[src/gbp_pkg.sv]
`timescale 1ns / 1ps
// Shared types, codes and counter arithmetic for the gshare branch predictor.
// Depends on nothing; every other file imports it.
package gbp_pkg;

  typedef logic [1:0] ctr_t;

  typedef enum logic {
    OP_PREDICT = 1'b0,
    OP_TRAIN   = 1'b1
  } op_t;

  typedef enum logic {
    ST_CLEAR,
    ST_RUN
  } clr_state_t;

  localparam ctr_t CTR_MAX  = 2'd3;
  localparam ctr_t CTR_MIN  = 2'd0;
  localparam ctr_t CTR_STEP = 2'd1;

  localparam int ADDR_W   = 32;
  localparam int S_DATA_W = 40;
  localparam int M_DATA_W = 8;

  function automatic ctr_t ctr_update(input ctr_t ctr, input logic taken);
    ctr_t res;
    res = ctr;
    if (taken) begin
      if (ctr != CTR_MAX) res = ctr + CTR_STEP;
    end else begin
      if (ctr != CTR_MIN) res = ctr - CTR_STEP;
    end
    return res;
  endfunction

endpackage

[src/gbp_clear_seq.sv]
`timescale 1ns / 1ps
// Clearing sequencer that zeroes every counter entry after reset.
// Depends on gbp_pkg for the state type.
module gbp_clear_seq #(
  parameter int IDX_W = 12
) (
  input  logic             clk,
  input  logic             rst,
  output logic             busy,
  output logic             we,
  output logic [IDX_W-1:0] addr
);
  import gbp_pkg::*;

  clr_state_t state;
  clr_state_t state_next;
  logic [IDX_W-1:0] addr_next;

  always_comb begin
    state_next = state;
    unique case (state)
      ST_CLEAR: begin
        if (addr == {IDX_W{1'b1}}) state_next = ST_RUN;
      end
      ST_RUN: begin
        state_next = ST_RUN;
      end
      default: begin
        state_next = ST_CLEAR;
      end
    endcase
  end

  always_comb begin
    busy      = 1'b0;
    we        = 1'b0;
    addr_next = addr;
    unique case (state)
      ST_CLEAR: begin
        busy      = 1'b1;
        we        = 1'b1;
        addr_next = addr + 1'b1;
      end
      ST_RUN: begin
        busy = 1'b0;
      end
      default: begin
        busy = 1'b1;
      end
    endcase
  end

  always_ff @(posedge clk) begin
    if (rst) begin
      state <= ST_CLEAR;
      addr  <= '0;
    end else begin
      state <= state_next;
      addr  <= addr_next;
    end
  end

endmodule

[config.mk]
export PLATFORM = sky130hd
export DESIGN_NAME = gbp_clear_seq
export DESIGN_NICKNAME = d
export VERILOG_FILES = /design/src/gbp_pkg.sv /design/src/gbp_clear_seq.sv
export SDC_FILE = /design/constraint.sdc
export NUM_CORES = 1
export LEC_CHECK = 0
export BUFFER_PORTS_ARGS = -buffer_cell sky130_fd_sc_hd__buf_4
export CAP_MARGIN = 20
export CELL_PAD_IN_SITES_DETAIL_PLACEMENT = 0
export CELL_PAD_IN_SITES_GLOBAL_PLACEMENT = 1
export CORE_UTILIZATION = 35
export DETAILED_ROUTE_END_ITERATION = 12
export GPL_TIMING_DRIVEN = 0
export PLACE_DENSITY = 0.83
export SYNTH_ARGS = -nofsm -noshare
export SYNTH_HDL_FRONTEND = slang
export SYNTH_SLANG_ARGS = --single-unit
[constraint.sdc]
create_clock -name clk -period 1.8 [get_ports clk]
set_input_delay 0.36 -clock clk [delete_from_list [all_inputs] [get_ports clk]]
set_output_delay 0.36 -clock clk [all_outputs]
set_load 0.02 [all_outputs]
== After elaboration in Yosys (flattened, before gate mapping) ==
Index checks and enable logic that the tools add are counted.
Operators by class
  add/subtract/negate cells: 1
  equal/unequal tests: 1
  mux-type cells: 4
  bitwise gates (word level): 1
Operators by type and width (number)
  12-bit by 1-bit adder with 12-bit output (second input constant): 1
  12-bit equality test (second input constant): 1
  1-bit one-hot mux with 2 select lines: 2
  1-bit 2-to-1 mux: 2
  1-bit NOT: 1
Storage, ports and cells
  bits in registers: 13
  input bits: 2
  output and inout bits: 14
  word-level logic and storage cells: 9

== Longest topological paths before layout ==
  word-level depth: 3
  gate-level depth with buffers: 4
  mapped depth without buffers: 4

== Worst setup path after synthesis ==
Ideal clock, no wire load.
  kind: register -> register
  from: register addr[0]
  to: register addr[10]
  setup time: 0.071 ns
  arrival time: 1.531 ns
  required time: 1.729 ns
  path slack: 0.198 ns
  cell stages (with the launch flop): 5
  path buffers: 0
  cells stage by stage: dfxtp_1 ha_1 nand3b_2 or4_1 a21oi_1
Between the ends
  cells in the longest elaborated chain, start to end: 1
RTL lines
  start, declared: RTL line gbp_clear_seq.sv:11  | output logic [IDX_W-1:0] addr
  start signal, assigned: RTL line gbp_clear_seq.sv:59  | addr <= addr_next;
  12-bit by 1-bit adder with 12-bit output: RTL line gbp_clear_seq.sv:42  | addr_next = addr + 1'b1;
Every way passes these cells.
A chain may end at the register's enable or synchronous reset.

== Worst setup path after layout ==
Same ends and word-level chain as after synthesis.

==> results list <==
- Via count of the first global-routing pass: about 450
* Count of nets after finishing: 86
- In the final layout, the share of cells above drive strength 1 is 0.293.
* Failing checks: design-rule violations
- Number of hold buffers added after cts: 0
* Die outline height: between 40 and 50 µm
- The count of final max-slew check failures came to 0.
- Result of the run: finished with violations
- GRT Residual Overflow: 0
* Starting utilization of the core area: 0.384
- Instance area after placement: ~730 µm²
- Of all cell types, the one taking the most synthesized area is sky130_fd_sc_hd__dfxtp_1.
- The count of cells in the finished layout, fillers not included, comes to 98.
- Number of max-cap violations: 0
* Largest fanout of any net on the critical path: 6
- VDD sags by at most ~640 µV.
- Max Root-Sink Buffers: 2
- Detailed placement finished with a half-perimeter wire length of between 800 and 900 µm.
- STA classifies the critical path endpoint as a flop.
- For the pin with the worst max-slew slack, the measured transition is 0.450 ns.
- STA puts the critical path data required time at around 2 ns.
* Combinational family with the most area after synthesis: simple AND/OR/NAND/NOR gates
* Overall die area: around 0.0019 mm²
- Final standard cell utilization of the core: 0.486
- Of the available clock period, the critical path in the final layout requires 0.890.
- The routed design has ~1200 µm of wire.
* CP arrival: 1.81 ns
* Inserted Diodes: 0
* Global Route Usage Sum: 0.140
- Area added between synthesis and finish: 26.5%
* Max Freq: ~0.62 GHz
- Power comes to just over 0.5 mW.
* Number of antenna violations at the first check in global routing: 0
- Placed Cells: 94
- Gate count of the mapped netlist: between 60 and 70
- Summed over all nets, wire length on met3 after detailed routing comes to roughly 84 µm.
- The tightest min-delay check is of the in2reg type.
- After detailed routing, no signal wire sits above met3.
- Number of H-tree branching levels: 1
- The pre-antenna-repair detailed-routing pass consisted of 8 iterations.
- After synthesis the cells add up to roughly 600 µm².
- Post-Syn Nets: 66
* CTS Root Cell: sky130_fd_sc_hd__clkbuf_4
- Count of cell types in the netlist: 24
- Setup violators final: 0
- Cell Rows: 14
- Per-instance average area after synthesis: roughly 9.5 µm²
- Setup repair after global routing missed its margin: false
* Chip Width: 43.4 µm
- Met2 layer wire length in the routed design: 564 µm
* Placeable core region: 0.00156 mm²
* DRC violations left: 2
* Xor and xnor fraction of the mapped netlist area: 0.0585
- In this run the tool buffered the top-level ports with 15 buffer cells.
- In this run, synthesis produced a sequential element count of 13.
- Metal-1 WL: roughly 560 µm
* Final Wtd Congestion: approximately 0.75
- Static leakage: roughly 0.3 nW
- Fraction of the yosys area taken by sequential cells: 0.434
* Vias/cell: about 5.5
- Number of buffers inserted during clock tree synthesis: 3
* Basic-gate share of the synthesized area counting and, or, nand and nor cells: 0.278
- Number of fillers in the final layout: approximately 160
- Area share of the leading cell type in the synthesized netlist: 0.434
- After clock tree synthesis, the setup repair step added 0 buffers.
* Pin count of the biggest net entering global routing: 11
- Kind of critical path: reg2reg
- Final clock skew: approximately 0.004 ns
- The post-synthesis compound-gate area fraction was 0.142.
* Mux cell area share after synthesis: 0.0167
- Final total negative setup slack: 0 ns
- Dividing total power by cell area gives a power density of roughly 680 mW/mm².
* Number of vias in the routed layout: between 500 and 600
- Clock insertion delay at the later pin of the skew report: between 0.2 and 0.3 ns
- Cell types occupying the most area after synthesis: sky130_fd_sc_hd__dfxtp_1 43%, sky130_fd_sc_hd__a21oi_1 6.7%, sky130_fd_sc_hd__o31ai_1 5.0%, sky130_fd_sc_hd__or4_1 5.0%, sky130_fd_sc_hd__xor2_1 4.4%
* IO Count: 16
- Count of warnings emitted by yosys: 0
- The final count of hold timing violations came to 0.
* Crit path time final: roughly 1.6 ns
- Area share of fa/ha/maj cells after synthesis: 0.0209
- The worst setup path is launched from a flop.
- Gates resized, CTS repair: 0
* Number of clock sinks: 13
- After routing the design area is roughly 760 µm².
* Normalized max-slew margin: 0.700
- Wire length per cell after detailed routing: roughly 12 µm
- CTS tree: built
* First-pass GRT wire length: a little under 2000 µm
* Clock transition time at the flip-flop clock pins of the worst setup and hold paths: ~0.080 ns
- Number of nets still failing antenna checks after routing: 0
- The first routing iteration left 8 violations.
cells in the final DEF (no fill, tap or decap), types with 2 or more instances in the layout:
cell and instances:
sky130_fd_sc_hd__or3_1 3, sky130_fd_sc_hd__o31ai_1 4, sky130_fd_sc_hd__clkbuf_4 3, sky130_fd_sc_hd__a21oi_1 8
sky130_fd_sc_hd__o21ai_0 3, sky130_fd_sc_hd__dfxtp_1 13, sky130_fd_sc_hd__clkbuf_1 2, sky130_fd_sc_hd__nand3_1 3
sky130_fd_sc_hd__inv_1 2, sky130_fd_sc_hd__or4_1 4, sky130_fd_sc_hd__nand2_1 2, sky130_fd_sc_hd__buf_4 16
sky130_fd_sc_hd__nor2_1 5, sky130_fd_sc_hd__xor2_1 3
through the flow:
stage               hold WS [ns]  setup WS, ns
floorplan                  0.429         0.198
global placement           0.484         0.234
detailed placement         0.492         0.233
CTS                        0.259         0.168
global route               0.258        0.0876
finish                     0.264         0.199
flip-flops by register name, indices dropped and copies added (netlist names):
signal  count
addr       12
state       1
critical path: stages (launching register included):
cell                       delay (ns)
sky130_fd_sc_hd__dfxtp_1         0.44
sky130_fd_sc_hd__ha_1            0.26
sky130_fd_sc_hd__nand3b_2        0.14
sky130_fd_sc_hd__or4_1           0.53
sky130_fd_sc_hd__a21oi_1         0.16
final timing paths:
check	end	startpoint	cells after the start	slack [ns]
worst max register to register	addr[10]	addr[0]	4	0.20
worst min register to register	addr[11]	addr[11]	2	0.51
worst min-delay path	addr[11]	rst	2	0.26
worst max-delay path	addr[10]	addr[0]	4	0.20
cell families after synthesis:
logic type,after synthesis
buffers and inverters,5
adders and majority gates,1
DFF,13
and+or+nand+nor,24
AOI/OAI and AO/OA,15
muxes,1
xor gates and xnor gates,4
report_power, final:
part,internal (mW),switching [mW],total (mW)
registers,0.293,0.0106,0.304
clock network,0.0859,0.0929,0.179
logic,0.0162,0.0204,0.0366
area by class of cell:
type	instances	area, µm²	share of cell area
buffer	3	22.5	0.0297
clock buffer	4	26.3	0.0347
timing repair buffer	15	113	0.149
tap	16	20.0	0.0264
sequential	13	260	0.343
multi-input combinational	45	309	0.408
inverter	2	7.51	0.00990
metal layers:
layer	global-route usage	up-vias
li1	-	272
met4	0.0438	0
met1	0.170	247
met5	0	-
met3	0.0625	0
met2	0.221	16
synthesized netlist by cell type:
library cell	instances
sky130_fd_sc_hd__or3_2	1
sky130_fd_sc_hd__nand2_1	2
sky130_fd_sc_hd__nand4b_4	1
sky130_fd_sc_hd__nand3b_2	1
sky130_fd_sc_hd__o31ai_1	4
sky130_fd_sc_hd__nand4_1	1
sky130_fd_sc_hd__nand4b_1	1
sky130_fd_sc_hd__or4_1	4
sky130_fd_sc_hd__mux2i_1	1
sky130_fd_sc_hd__dfxtp_1	13
sky130_fd_sc_hd__o21ai_0	3
sky130_fd_sc_hd__xnor2_1	1
sky130_fd_sc_hd__a21oi_1	8
sky130_fd_sc_hd__ha_1	1
sky130_fd_sc_hd__nor2_1	5
sky130_fd_sc_hd__inv_1	2
sky130_fd_sc_hd__xor2_1	3
sky130_fd_sc_hd__nand4_2	1
sky130_fd_sc_hd__buf_4	1
sky130_fd_sc_hd__nand3_1	3
sky130_fd_sc_hd__clkbuf_1	1
sky130_fd_sc_hd__buf_6	1
sky130_fd_sc_hd__or3_1	3
sky130_fd_sc_hd__nor2b_1	1
(Power assumes the default switching activity.)
